===== src/rtl/core/fifo_thread_scheduler_with_mutexes_top_macros.svh =====
// Assertion helpers shared by the scheduler modules.
// Each macro expects clk_i and rst_ni in the module that uses it.
`ifndef FIFO_THREAD_SCHEDULER_WITH_MUTEXES_TOP_MACROS_SVH
`define FIFO_THREAD_SCHEDULER_WITH_MUTEXES_TOP_MACROS_SVH

// Same-cycle implication
`define FTSM_ASSERT_NOW(label, ante, cons) \
  label: assert property (@(posedge clk_i) disable iff (!rst_ni) (ante) |-> (cons)) \
    else $error("scheduler check failed");

// Next-cycle implication
`define FTSM_ASSERT_NEXT(label, ante, cons) \
  label: assert property (@(posedge clk_i) disable iff (!rst_ni) (ante) |=> (cons)) \
    else $error("scheduler check failed");

`endif


===== src/rtl/core/ftsm_pkg.sv =====
package ftsm_pkg;

  // Thread pool: thread 0 is the initial thread, 1..POOL_THREADS are pooled
  localparam int POOL_THREADS = 4;
  localparam int SLOTS        = POOL_THREADS + 1;
  localparam int MUTEX_COUNT  = 4;

  localparam int THR_W  = 3;
  localparam int MIDX_W = 2;
  localparam int MCNT_W = 5;
  localparam int DATA_W = 16;
  localparam int OP_W   = 3;
  localparam int ERR_W  = 2;

  localparam int S_TDATA_W = 40;
  localparam int M_TDATA_W = 48;

  localparam logic [THR_W-1:0]  EMPTY_CODE = 3'd7;
  localparam logic [THR_W-1:0]  SLOT_LIM   = THR_W'(SLOTS);
  localparam logic [MCNT_W-1:0] MUTEX_LIM  = MCNT_W'(MUTEX_COUNT);

  typedef enum logic [OP_W-1:0] {
    OP_SPAWN  = 3'd0,
    OP_YIELD  = 3'd1,
    OP_LOCK   = 3'd2,
    OP_UNLOCK = 3'd3,
    OP_FINISH = 3'd4
  } op_e;

  typedef enum logic [ERR_W-1:0] {
    ERR_OK       = 2'd0,
    ERR_NO_FREE  = 2'd1,
    ERR_NO_READY = 2'd2,
    ERR_INIT_FIN = 2'd3
  } err_e;

  typedef enum logic [1:0] {
    Q_FREE  = 2'd0,
    Q_READY = 2'd1,
    Q_WAIT  = 2'd2
  } qsel_e;

  typedef enum logic [2:0] {
    S_IDLE   = 3'd0,
    S_DECODE = 3'd1,
    S_PUSH   = 3'd2,
    S_POP    = 3'd3,
    S_STORE  = 3'd4,
    S_DONE   = 3'd5
  } state_e;

  // Controller to datapath
  typedef struct packed {
    logic  load_in;
    logic  push_en;
    qsel_e push_q;
    logic  push_pick;
    logic  pop_en;
    qsel_e pop_q;
    logic  run_en;
    logic  store_en;
    logic  lock_set;
    logic  lock_clr;
    logic  err_en;
    err_e  err;
    logic  out_load;
  } cmd_t;

  // Datapath to controller
  typedef struct packed {
    op_e  op;
    logic free_empty;
    logic ready_empty;
    logic wait_empty;
    logic locked;
    logic cur_init;
    logic m_ok;
  } stat_t;

endpackage


===== src/rtl/core/fifo_thread_scheduler_with_mutexes_top.sv =====
// Hardware thread scheduler with a FIFO ready queue and mutex wait queues.
// Input channel s_axis: one scheduling operation per transfer. tuser holds
// the operation code (spawn, yield, lock, unlock, finish); tdata holds the
// mutex index, the entry point and the argument of a spawn.
// Output channel m_axis: one result per operation, giving the thread that
// runs afterwards with its stored entry point and argument, the first-dispatch
// flag, the thread a spawn allocated and an error code.
// An operation is taken only while the sequencer is idle. Each one runs as
// decode, an optional push step, an optional pop step and, for spawn, a store
// step, since all queues share one link table with one update per cycle.
// The result is loaded into the output register in the done step, and the next
// item is taken once the sequencer is back in idle.
// A finished result sits in an output register: the next item is accepted
// while it waits, and a stalled receiver only holds the following result.
// Reset makes thread 0 current, puts threads 1 to 4 on the free list, and
// empties the ready queue and all mutex queues with every mutex unlocked.
module fifo_thread_scheduler_with_mutexes_top (
  input  logic                           clk_i,
  input  logic                           rst_ni,
  input  logic                           s_axis_tvalid,
  output logic                           s_axis_tready,
  // mutex_index [1:0], entry_point [17:2], spawn_argument [33:18], zero pad
  input  logic [ftsm_pkg::S_TDATA_W-1:0] s_axis_tdata,
  // operation [2:0]
  input  logic [ftsm_pkg::OP_W-1:0]      s_axis_tuser,
  output logic                           m_axis_tvalid,
  input  logic                           m_axis_tready,
  // running_thread [2:0], run_entry [18:3], run_argument [34:19],
  // fresh_start [35], spawned_thread [38:36], error_code [40:39], zero pad
  output logic [ftsm_pkg::M_TDATA_W-1:0] m_axis_tdata
);
  import ftsm_pkg::*;

  cmd_t  cmd;
  stat_t stat;

  ftsm_ctrl u_ctrl (
    .clk_i           (clk_i),
    .rst_ni          (rst_ni),
    .s_axis_tvalid_i (s_axis_tvalid),
    .s_axis_tready_o (s_axis_tready),
    .m_axis_tvalid_o (m_axis_tvalid),
    .m_axis_tready_i (m_axis_tready),
    .stat_i          (stat),
    .cmd_o           (cmd)
  );

  ftsm_dpath u_dpath (
    .clk_i          (clk_i),
    .rst_ni         (rst_ni),
    .s_axis_tdata_i (s_axis_tdata),
    .s_axis_tuser_i (s_axis_tuser),
    .m_axis_tdata_o (m_axis_tdata),
    .cmd_i          (cmd),
    .stat_o         (stat)
  );

endmodule


===== src/rtl/core/ftsm_ctrl.sv =====
`include "fifo_thread_scheduler_with_mutexes_top_macros.svh"

module ftsm_ctrl (
  input  logic           clk_i,
  input  logic           rst_ni,
  input  logic           s_axis_tvalid_i,
  output logic           s_axis_tready_o,
  output logic           m_axis_tvalid_o,
  input  logic           m_axis_tready_i,
  input  ftsm_pkg::stat_t stat_i,
  output ftsm_pkg::cmd_t  cmd_o
);
  import ftsm_pkg::*;

  state_e state_q, state_d;
  logic   out_valid_q, out_valid_d;

  // State and output valid registers
  always_ff @(posedge clk_i or negedge rst_ni) begin
    if (!rst_ni) begin
      state_q     <= S_IDLE;
      out_valid_q <= 1'b0;
    end else begin
      state_q     <= state_d;
      out_valid_q <= out_valid_d;
    end
  end

  // Sequence one operation as decode, push, pop, store and done steps
  always_comb begin
    state_d = state_q;
    cmd_o   = '0;
    cmd_o.push_q = Q_READY;
    cmd_o.pop_q  = Q_READY;
    cmd_o.err    = ERR_OK;
    s_axis_tready_o = 1'b0;

    case (state_q)
      S_IDLE: begin
        s_axis_tready_o = 1'b1;
        if (s_axis_tvalid_i) begin
          cmd_o.load_in = 1'b1;
          state_d = S_DECODE;
        end
      end
      S_DECODE: begin
        state_d = S_DONE;
        case (stat_i.op)
          OP_SPAWN: begin
            if (stat_i.free_empty) begin
              cmd_o.err_en = 1'b1;
              cmd_o.err    = ERR_NO_FREE;
            end else begin
              state_d = S_POP;
            end
          end
          OP_YIELD: state_d = S_PUSH;
          OP_LOCK: begin
            if (stat_i.m_ok) begin
              if (!stat_i.locked) begin
                cmd_o.lock_set = 1'b1;
              end else if (stat_i.ready_empty) begin
                cmd_o.err_en = 1'b1;
                cmd_o.err    = ERR_NO_READY;
              end else begin
                state_d = S_PUSH;
              end
            end
          end
          OP_UNLOCK: begin
            if (stat_i.m_ok) begin
              if (stat_i.wait_empty) begin
                cmd_o.lock_clr = 1'b1;
              end else begin
                state_d = S_PUSH;
              end
            end
          end
          OP_FINISH: begin
            if (stat_i.cur_init) begin
              cmd_o.err_en = 1'b1;
              cmd_o.err    = ERR_INIT_FIN;
            end else if (stat_i.ready_empty) begin
              cmd_o.err_en = 1'b1;
              cmd_o.err    = ERR_NO_READY;
            end else begin
              state_d = S_PUSH;
            end
          end
          default: state_d = S_DONE;
        endcase
      end
      S_PUSH: begin
        // Park the current thread on the queue the operation names
        cmd_o.push_en = 1'b1;
        case (stat_i.op)
          OP_LOCK:   cmd_o.push_q = Q_WAIT;
          OP_FINISH: cmd_o.push_q = Q_FREE;
          default:   cmd_o.push_q = Q_READY;
        endcase
        state_d = S_POP;
      end
      S_POP: begin
        // Take the head; dispatch it unless it is a fresh spawn slot
        cmd_o.pop_en = 1'b1;
        case (stat_i.op)
          OP_SPAWN:  cmd_o.pop_q = Q_FREE;
          OP_UNLOCK: cmd_o.pop_q = Q_WAIT;
          default:   cmd_o.pop_q = Q_READY;
        endcase
        cmd_o.run_en = (stat_i.op != OP_SPAWN);
        state_d = (stat_i.op == OP_SPAWN) ? S_STORE : S_DONE;
      end
      S_STORE: begin
        cmd_o.store_en  = 1'b1;
        cmd_o.push_en   = 1'b1;
        cmd_o.push_q    = Q_READY;
        cmd_o.push_pick = 1'b1;
        state_d = S_DONE;
      end
      S_DONE: begin
        // Hold until the output register is free
        if (!out_valid_q || m_axis_tready_i) begin
          cmd_o.out_load = 1'b1;
          state_d = S_IDLE;
        end
      end
      default: state_d = S_IDLE;
    endcase
  end

  // Output valid: set on load, drop on transfer
  always_comb begin
    out_valid_d = out_valid_q;
    if (cmd_o.out_load) begin
      out_valid_d = 1'b1;
    end else if (m_axis_tready_i) begin
      out_valid_d = 1'b0;
    end
  end

  assign m_axis_tvalid_o = out_valid_q;

  `FTSM_ASSERT_NEXT(a_accept_decodes, s_axis_tvalid_i && s_axis_tready_o, state_q == S_DECODE)
  `FTSM_ASSERT_NOW(a_load_when_free, cmd_o.out_load, !out_valid_q || m_axis_tready_i)
  `FTSM_ASSERT_NOW(a_one_queue_op, cmd_o.pop_en, !cmd_o.push_en && !cmd_o.store_en)
  `FTSM_ASSERT_NEXT(a_stall_holds, state_q == S_DONE && out_valid_q && !m_axis_tready_i,
                    state_q == S_DONE)

endmodule


===== src/rtl/core/ftsm_dpath.sv =====
`include "fifo_thread_scheduler_with_mutexes_top_macros.svh"

module ftsm_dpath (
  input  logic                           clk_i,
  input  logic                           rst_ni,
  input  logic [ftsm_pkg::S_TDATA_W-1:0] s_axis_tdata_i,
  input  logic [ftsm_pkg::OP_W-1:0]      s_axis_tuser_i,
  output logic [ftsm_pkg::M_TDATA_W-1:0] m_axis_tdata_o,
  input  ftsm_pkg::cmd_t                 cmd_i,
  output ftsm_pkg::stat_t                stat_o
);
  import ftsm_pkg::*;

  // Latched input item
  op_e               op_q;
  logic [MIDX_W-1:0] m_q;
  logic [DATA_W-1:0] entry_in_q;
  logic [DATA_W-1:0] arg_in_q;

  // Scheduler state
  logic [THR_W-1:0] cur_q, cur_d;
  logic [THR_W-1:0] pick_q, pick_d;
  logic [THR_W-1:0] link_q [SLOTS];
  logic [THR_W-1:0] link_d [SLOTS];
  logic [THR_W-1:0] free_head_q, free_head_d, free_tail_q, free_tail_d;
  logic [THR_W-1:0] ready_head_q, ready_head_d, ready_tail_q, ready_tail_d;
  logic             locked_q [MUTEX_COUNT];
  logic             locked_d [MUTEX_COUNT];
  logic [THR_W-1:0] wait_head_q [MUTEX_COUNT];
  logic [THR_W-1:0] wait_head_d [MUTEX_COUNT];
  logic [THR_W-1:0] wait_tail_q [MUTEX_COUNT];
  logic [THR_W-1:0] wait_tail_d [MUTEX_COUNT];
  logic             never_ran_q [SLOTS];
  logic             never_ran_d [SLOTS];
  logic [DATA_W-1:0] entry_q [SLOTS];
  logic [DATA_W-1:0] arg_q [SLOTS];

  // Per-item result flags
  logic       fresh_q, fresh_d;
  logic [THR_W-1:0] spawned_q, spawned_d;
  err_e       err_q, err_d;

  logic [M_TDATA_W-1:0] out_q;

  // Queue access scratch
  logic [THR_W-1:0] push_thr, qh, qt, nh, ph, pt, pnh, pnt;

  // Latch the input fields on transfer
  always_ff @(posedge clk_i) begin
    if (cmd_i.load_in) begin
      op_q       <= op_e'(s_axis_tuser_i);
      m_q        <= s_axis_tdata_i[MIDX_W-1:0];
      entry_in_q <= s_axis_tdata_i[MIDX_W +: DATA_W];
      arg_in_q   <= s_axis_tdata_i[MIDX_W+DATA_W +: DATA_W];
    end
  end

  // Entry and argument stores, written by spawn
  always_ff @(posedge clk_i) begin
    if (cmd_i.store_en) begin
      entry_q[pick_q] <= entry_in_q;
      arg_q[pick_q]   <= arg_in_q;
    end
  end

  // Queue state and flags
  always_ff @(posedge clk_i or negedge rst_ni) begin
    if (!rst_ni) begin
      cur_q        <= '0;
      pick_q       <= '0;
      free_head_q  <= THR_W'(1);
      free_tail_q  <= THR_W'(POOL_THREADS);
      ready_head_q <= EMPTY_CODE;
      ready_tail_q <= EMPTY_CODE;
      for (int i = 0; i < SLOTS; i++) begin
        link_q[i]      <= (i >= 1 && i < POOL_THREADS) ? THR_W'(i + 1) : EMPTY_CODE;
        never_ran_q[i] <= 1'b0;
      end
      for (int j = 0; j < MUTEX_COUNT; j++) begin
        locked_q[j]    <= 1'b0;
        wait_head_q[j] <= EMPTY_CODE;
        wait_tail_q[j] <= EMPTY_CODE;
      end
      fresh_q   <= 1'b0;
      spawned_q <= '0;
      err_q     <= ERR_OK;
    end else begin
      cur_q        <= cur_d;
      pick_q       <= pick_d;
      free_head_q  <= free_head_d;
      free_tail_q  <= free_tail_d;
      ready_head_q <= ready_head_d;
      ready_tail_q <= ready_tail_d;
      link_q       <= link_d;
      never_ran_q  <= never_ran_d;
      locked_q     <= locked_d;
      wait_head_q  <= wait_head_d;
      wait_tail_q  <= wait_tail_d;
      fresh_q      <= fresh_d;
      spawned_q    <= spawned_d;
      err_q        <= err_d;
    end
  end

  // Push, pop, dispatch and mutex updates
  always_comb begin
    cur_d        = cur_q;
    pick_d       = pick_q;
    link_d       = link_q;
    free_head_d  = free_head_q;
    free_tail_d  = free_tail_q;
    ready_head_d = ready_head_q;
    ready_tail_d = ready_tail_q;
    locked_d     = locked_q;
    wait_head_d  = wait_head_q;
    wait_tail_d  = wait_tail_q;
    never_ran_d  = never_ran_q;
    fresh_d      = fresh_q;
    spawned_d    = spawned_q;
    err_d        = err_q;

    push_thr = cmd_i.push_pick ? pick_q : cur_q;

    // Select the queue ends for each step
    case (cmd_i.push_q)
      Q_FREE: begin
        qh = free_head_q;
        qt = free_tail_q;
      end
      Q_WAIT: begin
        qh = wait_head_q[m_q];
        qt = wait_tail_q[m_q];
      end
      default: begin
        qh = ready_head_q;
        qt = ready_tail_q;
      end
    endcase
    case (cmd_i.pop_q)
      Q_FREE: begin
        ph = free_head_q;
        pt = free_tail_q;
      end
      Q_WAIT: begin
        ph = wait_head_q[m_q];
        pt = wait_tail_q[m_q];
      end
      default: begin
        ph = ready_head_q;
        pt = ready_tail_q;
      end
    endcase

    // Start of an item: clear the result flags
    if (cmd_i.load_in) begin
      fresh_d   = 1'b0;
      spawned_d = '0;
      err_d     = ERR_OK;
    end
    if (cmd_i.err_en) begin
      err_d = cmd_i.err;
    end

    // Append a thread at the tail
    nh = qh;
    if (cmd_i.push_en && push_thr < SLOT_LIM) begin
      link_d[push_thr] = EMPTY_CODE;
      if (qh == EMPTY_CODE || qt >= SLOT_LIM) begin
        nh = push_thr;
      end else begin
        link_d[qt] = push_thr;
      end
      case (cmd_i.push_q)
        Q_FREE: begin
          free_head_d = nh;
          free_tail_d = push_thr;
        end
        Q_WAIT: begin
          wait_head_d[m_q] = nh;
          wait_tail_d[m_q] = push_thr;
        end
        default: begin
          ready_head_d = nh;
          ready_tail_d = push_thr;
        end
      endcase
    end

    // Remove the head, optionally dispatching it
    pnh = EMPTY_CODE;
    pnt = pt;
    if (cmd_i.pop_en && ph < SLOT_LIM) begin
      pick_d = ph;
      pnh    = link_q[ph];
      if (pnh == EMPTY_CODE) begin
        pnt = EMPTY_CODE;
      end
      case (cmd_i.pop_q)
        Q_FREE: begin
          free_head_d = pnh;
          free_tail_d = pnt;
        end
        Q_WAIT: begin
          wait_head_d[m_q] = pnh;
          wait_tail_d[m_q] = pnt;
        end
        default: begin
          ready_head_d = pnh;
          ready_tail_d = pnt;
        end
      endcase
      if (cmd_i.run_en) begin
        cur_d           = ph;
        fresh_d         = never_ran_q[ph];
        never_ran_d[ph] = 1'b0;
      end
    end

    // Spawn marks the new thread as not yet run
    if (cmd_i.store_en) begin
      never_ran_d[pick_q] = 1'b1;
      spawned_d           = pick_q;
    end

    if (cmd_i.lock_set) begin
      locked_d[m_q] = 1'b1;
    end
    if (cmd_i.lock_clr) begin
      locked_d[m_q] = 1'b0;
    end
  end

  // Result register
  always_ff @(posedge clk_i) begin
    if (cmd_i.out_load) begin
      out_q <= {7'b0, err_q, spawned_q, fresh_q,
                (cur_q == '0) ? {DATA_W{1'b0}} : arg_q[cur_q],
                (cur_q == '0) ? {DATA_W{1'b0}} : entry_q[cur_q],
                cur_q};
    end
  end

  assign m_axis_tdata_o = out_q;

  // Status towards the controller
  always_comb begin
    stat_o.op          = op_q;
    stat_o.m_ok        = ({{(MCNT_W-MIDX_W){1'b0}}, m_q} < MUTEX_LIM);
    stat_o.free_empty  = (free_head_q == EMPTY_CODE);
    stat_o.ready_empty = (ready_head_q == EMPTY_CODE);
    stat_o.wait_empty  = (wait_head_q[m_q] == EMPTY_CODE);
    stat_o.locked      = locked_q[m_q];
    stat_o.cur_init    = (cur_q == '0);
  end

  `FTSM_ASSERT_NOW(a_ready_ends, 1'b1,
                   (ready_head_q == EMPTY_CODE) == (ready_tail_q == EMPTY_CODE))
  `FTSM_ASSERT_NOW(a_free_ends, 1'b1,
                   (free_head_q == EMPTY_CODE) == (free_tail_q == EMPTY_CODE))
  `FTSM_ASSERT_NOW(a_pop_nonempty, cmd_i.pop_en && cmd_i.pop_q == Q_READY,
                   ready_head_q != EMPTY_CODE)

endmodule

===== config.mk =====
export PLATFORM = sky130hd
export DESIGN_NAME = fifo_thread_scheduler_with_mutexes_top
export DESIGN_NICKNAME = d
export VERILOG_FILES = /design/src/rtl/core/ftsm_pkg.sv /design/src/rtl/core/fifo_thread_scheduler_with_mutexes_top.sv /design/src/rtl/core/ftsm_ctrl.sv /design/src/rtl/core/ftsm_dpath.sv
export VERILOG_INCLUDE_DIRS = /design/src /design/src/rtl/core
export SDC_FILE = /design/constraint.sdc
export NUM_CORES = 1
export LEC_CHECK = 0
export BUFFER_PORTS_ARGS = -buffer_cell sky130_fd_sc_hd__buf_2
export CAP_MARGIN = 15
export CORE_MARGIN = 2
export CORE_UTILIZATION = 35
export CTS_BUF_LIST = sky130_fd_sc_hd__clkbuf_8
export DETAILED_ROUTE_END_ITERATION = 6
export SETUP_SLACK_MARGIN = 0.1
export SLEW_MARGIN = 20
export SYNTH_ARGS = -nofsm -noshare
export SYNTH_HDL_FRONTEND = slang
export SYNTH_SLANG_ARGS = --single-unit

===== constraint.sdc =====
create_clock -name clk_i -period 3.7 [get_ports clk_i]
set_input_delay 0.555 -clock clk_i [delete_from_list [all_inputs] [get_ports clk_i]]
set_output_delay 0.555 -clock clk_i [all_outputs]
set_load 0.01 [all_outputs]

==> Word-level counts from Yosys, hierarchy flattened <==
Memory sizes are Yosys's and may differ from the RTL's. A register that Yosys moved wholly into a read port is not among the register bits.
Index checks and enable logic that the tools add are counted.
Widths: inputs -> output; s select.
{ "word_totals": {"latch_bits": 0, "ff_bits": 122, "inputBits": 47, "mem_bits_rw": 160, "out_inout_bits": 50, "elab_cells": 218, "rom_bits": 0, "mem_count": 2} }
{ "memory_table": {"columns": ["name", "words", "width", "read_ports", "rd_clocked_by_memory_dff", "write_ports", "line", "text"], "rows": [
  ["u_dpath.arg_q", 5, 16, 1, 1, 1, "ftsm_dpath.sv:36", "logic [DATA_W-1:0] arg_q [SLOTS];"],
  ["u_dpath.entry_q", 5, 16, 1, 1, 1, "ftsm_dpath.sv:35", "logic [DATA_W-1:0] entry_q [SLOTS];"]
]} }
{ "op_classes": {"eq_ne": 18, "n_reduce_logical": 23, "n_div": 0, "muxes": 112, "n_shift": 0, "addsub": 0, "multipliers": 0, "bitwise": 12, "magnitude_cmp": 13} }
{ "op_table": {"columns": ["operator", "n"], "rows": [
  ["$mux 3", 43],
  ["$mux 12", 8],
  ["$bwmux 12", 4],
  ["$pmux 3 s2", 5],
  ["$mux 1", 25],
  ["$eq 3x3->1 const B", 8],
  ["$mux 5", 4],
  ["$demux 3 s3", 2],
  ["$pmux 3 s6", 1],
  ["$ge 4x4->1 const B", 4],
  ["$lt 4x1->1 const B", 4],
  ["$not 3->4", 4],
  ["$bwmux 15", 1],
  ["$mux 15", 1],
  ["$or 15x15->15", 1],
  ["$pmux 3 s5", 1],
  ["$bmux 3 s2", 2],
  ["$eq 3x2->1 const B", 4],
  ["$mux 4", 3],
  ["$bmux 3 s3", 1],
  ["$logic_not 3->1", 3],
  ["$pmux 3 s3", 1],
  ["$pmux 2 s2", 2],
  ["$logic_and 1x1->1", 7],
  ["other kinds (27)", 39]
]} }

==> Longest topological paths before layout <==
Gate-level depths: netlist of run 1.
{ "depth": {"ltp_word": 16, "depth_mapped": 10, "ltp_nobuf": 7} }

==> Modules after synthesis <==
A second synthesis of run 1 with hierarchy kept.
{ "hier_totals": {"hier_cells": 891, "area_unflattened_um2": 12213.0} }
{ "by_module_without_submodules": {"columns": ["module", "cells_per_inst", "n_inst", "area_each_um2", "seq_area_each_um2"], "rows": [
  ["ftsm_dpath", 820, 1, 11676.2, 8040.2],
  ["ftsm_ctrl", 71, 1, 536.8, 100.1]
]} }

==> Worst setup path before layout of run 1 <==
Ideal clock, no wire load.
{ "synth_path": {"kind": "reg2reg", "from": "register u_ctrl.state_q[0]", "to": "register u_dpath.out_q[0], in the netlist u_dpath.m_axis_tdata_o[0], enable pin", "period_less_slack_ns": 3.188, "setup_slack_ns": 0.512, "setup_ns": 0.444, "path_stages_with_launch": 5, "required_time_ns": 3.256, "path_buffers": 2, "t_arrival_ns": 2.744, "cell_sequence": "dfrtp_1 -> buf_2 -> clkbuf_1 -> nand3b_1 -> nor2b_1"} }
{ "synth_lines": {"columns": ["item", "line", "text"], "rows": [
  ["start: declaration", "ftsm_ctrl.sv:15", "state_e state_q, state_d;"],
  ["start signal: assignment", "ftsm_ctrl.sv:24", "state_q <= state_d;"],
  ["end signal: assignment", "ftsm_dpath.sv:236", "out_q <= {7'b0, err_q, spawned_q, fresh_q,"],
  ["end: declaration", "ftsm_dpath.sv:43", "logic [M_TDATA_W-1:0] out_q;"]
]} }

==> impl_metrics.toml, run 1 <==
[clocking]
clock_latency_ns = 0.57
clkSinkCount = 282
hold_buffers = 0
clockBufferDepth = 3
clk_root_buffer_cell = "clkbuf_8"
h-tree-depth = 2
cts_made_buffers = 47
cts_tree = "built"
postCtsSetupBuffers = 0
path_clk_slew_ns = 0.06
cts_resized = 0

[yosys]
yosysTopAreaCellShare = 0.517
ys_ff_latch = 282
synthTopCellsByArea = "edfxtp_1 52%, dfstp_2 9.2%, dfrtp_1 7.1%, mux2_2 4.2%, nand2_1 2.6%"
yosys.area.top_type = "edfxtp_1"
yosysWarnings = 0
synth-main-ff-cell = "edfxtp_1"
synth.avg_cell_area_um2 = 13.8
synth_cell_types = 77
syn_area_um2 = 12000
ys_seq_area_frac = 0.680
synth_edf_count = 206
synth_cells = 868
async_reset_ff_frac = 0.270

[finish]
fillers = 3143
drive_gt1_frac = 0.287
mostFrequentLayoutCells = "206 x edfxtp_1, 82 x nand2_1, 82 x buf_2"
ff_latch_area_um2 = 8140
diodes = 0
multi_input_area_um2 = 3590
final_nets = 1017
areaGrowthSynthToFinish_pct = 15.4
final_common_cell = "edfxtp_1"

[setup_path]
crit_arrival_ns = 3.70
critPathKind = "register to register"
worst_path_max_delay_cell = "edfxtp_1"
slowest_delay_ns = 0.74
cp-end-kind = "register"
startpoint_type = "register"
crit_path_cell_trace = "mux4_2, nor3_2, or2_1, o21ai_1, a211oi_2, nand3_1, mux2_2"
path_max_fanout = 14
crit_required_ns = 4.18

[sta]
worstMarginPinSlew_ns = 0.935
rsz0062_at_grt = "false"
finClkSkew_ns = 0.0224
slew_headroom = 0.375
clock.fmax_mhz = 311
fin_crit_sh = 0.869
finalHoldWorstSlack_ns = 0.00336
hold_violations = 0
setup_violations = 0
slew_violations = 0
min_period_ns = 3.21
tns_ns = 0

[global_routing]
antenna_found_initial = 0
grt_pass1_vias = 7522
gr-usage-all-layers = 0.150
overflow = 0
grt_max_degree = 77
grt_pass1_wl_mm = 42.1

[placement]
gp_congestion = 0.815
port_buffers = 83
dpl.hpwl_mm = 16.5

[pwr]
p_per_area_nw_per_um2 = 703
peakVddDrop_v = 0.000257
p_leak_uw = 0.00488

[hold_path]
hold_path_class = "input pin to asynchronous set/reset pin"

[routing]
drtAntennaViolNets = 0
drtIter0Drc = 465
drt-vias-per-instance = 5.19
dr.pass1.iters = 4
routed_wl_mm = 26.9
drc = 0
vias = 7546
post_drt_wl_per_cell_um = 18.5

[status]
status = "complete, no violations"

[floorplanning]
pin_count = 97
start_util = 0.356
die_area_um2 = 35700
rows = 67
core_um2 = 33600
die_h_um = 189
dieWidth_um = 189

[flow_run]
max_cap_viol_count = 0
[cell usage after synthesis (3+ instances only)]
library cell and n:
mux2_2 45, inv_1 5, buf_2 8, nor2_1 39, and3_1 10, a22oi_1 34
nor2b_1 7, a2bb2oi_1 4, o21a_1 8, o21ai_1 14, o31ai_1 21, and2_1 4
dfstp_2 42, mux2i_1 15, dfrtp_1 34, nand3b_1 3, o211ai_1 5, edfxtp_1 206
nor3_2 4, nor3b_1 3, mux4_2 7, a22o_1 5, nand4_1 8, nand2_1 82
o22a_1 3, a211oi_1 5, nand3_1 16, buf_4 8, nor3_1 11, a221o_1 6
clkbuf_1 39, a31oi_1 3, a21oi_1 46, nand2b_1 7, a21o_1 3, o21ai_0 57
[report_power, final]
part | switching [uW] | internal, uW
Clock | 1230 | 1350
Combinational | 1650 | 896
Sequential | 417 | 4180
[per-layer routing]
layer	wire length (um)	GRT usage	up-vias
met5	0	0	-
met4	652	0.0484	0
met3	1360	0.0258	58
met2	12800	0.247	206
met1	12200	0.203	3741
li1	-	-	3541
[area by class of cell]
cell class,instances,area share
Inverter,5,0.00136
Sequential cell,282,0.589
Clock buffer,48,0.0478
Timing Repair Buffer,105,0.0461
Clock inverter,37,0.0157
Multi-Input combinational cell,529,0.259
Tap cell,448,0.0406
[critical path: cells and delay by family (launching register included)]
family,cells,cell delay (ns)
compound gates,2,0.51
flops,1,0.74
simple gates,3,0.82
mux,2,1.05
[flip-flops by register name, indices dropped and copies added (netlist names), 4 cells and up]
signal	flops
u_dpath.locked_q	4
u_dpath.link_q	15
u_dpath.entry_in_q	16
u_dpath.wait_tail_q	12
u_dpath.entry_q	64
u_dpath.never_ran_q	5
u_dpath.m_axis_tdata_o	41
u_dpath.arg_q	64
u_dpath.arg_in_q	16
u_dpath.wait_head_q	12
[final timing paths]
kind                                                   start                              endpoint  slack, ns  cells after the start
worst min register to register  u_dpath.err_q[0]$_DFFE_PN0P_  u_dpath.m_axis_tdata_o[39]$_DFFE_PP_       0.45                      0
worst max register to register      u_dpath.m_q[0]$_DFFE_PP_      u_dpath.wait_head_q[2]$_DFF_PN1_       0.49                      7
min in group clk_i                          s_axis_tdata[31]        u_dpath.arg_in_q[13]$_DFFE_PP_       0.16                      1
worst min-delay path                                  rst_ni         u_dpath.link_q[3]$_DFFE_PN0P_      0.003                      1
worst max-delay path                u_dpath.m_q[0]$_DFFE_PP_      u_dpath.wait_head_q[2]$_DFF_PN1_       0.49                      7
max in group asynchronous                             rst_ni         u_dpath.locked_q[2]$_DFF_PN0_       3.17                      1
[cell families after synthesis]
logic type	Yosys count	synth area share
xor+xnor	2	0.00146
flops	282	0.680
compound gates	241	0.137
simple gates	212	0.0891
mux	67	0.0680
other cells	1	0.000313
buf+inv	63	0.0243
[metrics by stage]
step	util	setup WS, ns	instances	cell area (um^2)	power, uW
4_1_cts	0.411	0.439	1454	13800	9800
6_report	0.411	0.485	1454	13800	9720
5_1_grt	0.411	0.280	1454	13800	10300
3_3_place_gp	0.385	0.494	1369	12900	7160
3_5_place_dp	0.385	0.458	1369	12900	7200
2_1_floorplan	-	0.512	874	12000	6280
Power figures use the tool's default switching activity.
==> run 2: changes to the inputs <==
Clock period 3.7 ns to 2.89 ns, I/O delays scaled along.
==> run 2 against run 1 <==
  * Power up 32%
  * Non-clock buffer count up 51
  * Clock power up 30%
  * Die area unchanged
  * Routed wire length up 0.39%
  * Register-to-register slack worse by 0.28 ns
==> impl_metrics.toml, run 2 (same netlist as run 1, synthesis figures left out) <==
[floorplanning]
start_util = 0.356
die_h_um = 189
dieWidth_um = 189
rows = 67
core_um2 = 33600
die_area_um2 = 35700
pin_count = 97

[setup_path]
crit_required_ns = 3.37
path_max_fanout = 7
critical_path.startpoint = "u_dpath.m_q[0]$_DFFE_PP_"
cp-end-kind = "register"
r2r_end = "u_dpath.wait_head_q[0]$_DFF_PN1_"
reg2regPathDepth = 9
endpoint = "u_dpath.wait_head_q[0]$_DFF_PN1_"
startpoint_type = "register"
r2r_setup_slack_ns = 0.21
r2r_start = "u_dpath.m_q[0]$_DFFE_PP_"
crit_arrival_ns = 3.16
critPathKind = "register to register"

[routing]
drc = 0
vias = 7704
drt-vias-per-instance = 5.12
post_drt_wl_per_cell_um = 18.0
routed_wl_mm = 27.1
dr.pass1.iters = 5
drtAntennaViolNets = 0
drtIter0Drc = 531

[placement]
dpl-instance-area_um2 = 13300
dpl.hpwl_mm = 17.2
gp_congestion = 0.804
port_buffers = 83

[clocking]
cts_made_buffers = 48
clock_latency_ns = 0.57
clk_root_buffer_cell = "clkbuf_8"
clockBufferDepth = 3
clkSinkCount = 282
h-tree-depth = 2
path_clk_slew_ns = 0.06
cts_tree = "built"

[flow_run]
max_cap_viol_count = 0

[sta]
clock.fmax_mhz = 373
setup_violations = 0
tns_ns = 0
worstMarginPinSlew_ns = 0.840
slew_violations = 0
slew_headroom = 0.440
rsz0062_at_grt = "true"
fin_crit_sh = 0.927
finClkSkew_ns = 0.0242
min_period_ns = 2.68
hold_violations = 0

[finish]
fillers = 3109
drive_gt1_frac = 0.330
design_area_um2 = 14300
final_common_cell = "edfxtp_1"
areaGrowthSynthToFinish_pct = 19.3
final_nets = 1069
mostFrequentLayoutCells = "206 x edfxtp_1, 82 x nand2_1, 82 x buf_2"

[hold_path]
hold_depth = 1
hold_path_class = "input pin to register"

[global_routing]
grt_max_degree = 67
grt_pass1_wl_mm = 42.8
antenna_found_initial = 0
gr-usage-all-layers = 0.151
overflow = 0
grt_pass1_vias = 7677

[status]
status = "complete, no violations"

[pwr]
p_leak_uw = 0.00517
peakVddDrop_v = 0.000375
power_uw = 12800
p_per_area_nw_per_um2 = 897
## run 2: area by class of cell
cell class	count	area, um^2	share of cell area
clock buffer	50	688	0.0482
tap	448	561	0.0392
antenna	1	2.50	0.000175
timing repair buffer	156	1060	0.0739
clock inverter	34	210	0.0147
inverter	5	18.8	0.00131
sequential	282	8140	0.570
multi-input combinational	529	3610	0.252
## run 2: how the worst min path moves through the flow
stage                                            start                                    to  slack (ns)
after global placement    u_dpath.err_q[0]$_DFFE_PN0P_  u_dpath.m_axis_tdata_o[39]$_DFFE_PP_        0.43
after CTS                              s_axis_tdata[9]       u_dpath.entry_in_q[7]$_DFFE_PP_        0.01
final                                 s_axis_tdata[15]      u_dpath.entry_in_q[13]$_DFFE_PP_        0.04
after floorplan                                 rst_ni    u_ctrl.m_axis_tvalid_o$_DFFE_PN0P_        0.14
after detailed placement  u_dpath.err_q[1]$_DFFE_PN0P_  u_dpath.m_axis_tdata_o[40]$_DFFE_PP_        0.44
after global routing                   s_axis_tdata[2]       u_dpath.entry_in_q[0]$_DFFE_PP_        0.02
## run 2: metrics by stage
stage,std cells,util,worst slack (ns),hold slack (ns)
2_1_floorplan,874,-,0.276,0.138
3_3_place_gp,1412,0.395,0.0341,0.431
3_5_place_dp,1412,0.395,-0.0139,0.440
4_1_cts,1499,0.423,0.151,0.0134
5_1_grt,1504,0.425,0.0794,0.0198
6_report,1505,0.425,0.210,0.0447
## run 2: repair_timing
| action | CTS | global route |
|---|---|---|
| setup buffers | 2 | 5 |
| endpoints found under the setup margin | 33 | 51 |
| resized for setup | 0 | 8 |
| pin swaps | 1 | 2 |
| hold buffers | 1 | 0 |
| hold endpoints to repair | 10 | 0 |
## run 2: critical path: stages, from the launching register on
cell and delay (ns):
edfxtp_1 0.41, buf_12 0.16, buf_4 0.13, mux4_2 0.41, and4_1 0.22, a221o_1 0.34, o21a_2 0.28, o221ai_4 0.28
o21ai_1 0.10, mux2_2 0.27
## run 2: where the power goes
part | total [uW] | internal, uW | switching (uW) | leakage, uW
Sequential | 5770 | 5350 | 426 | 0.00276
Combinational | 3690 | 1410 | 2270 | 0.00189
Clock | 3360 | 1790 | 1570 | 0.000530
Total | 12800 | 8550 | 4270 | 0.00517
## run 2: metal layers
layer  track usage  share of wire
met5             0              0
met4        0.0421          0.019
met3        0.0252          0.054
met2         0.248           0.47
met1         0.207           0.46
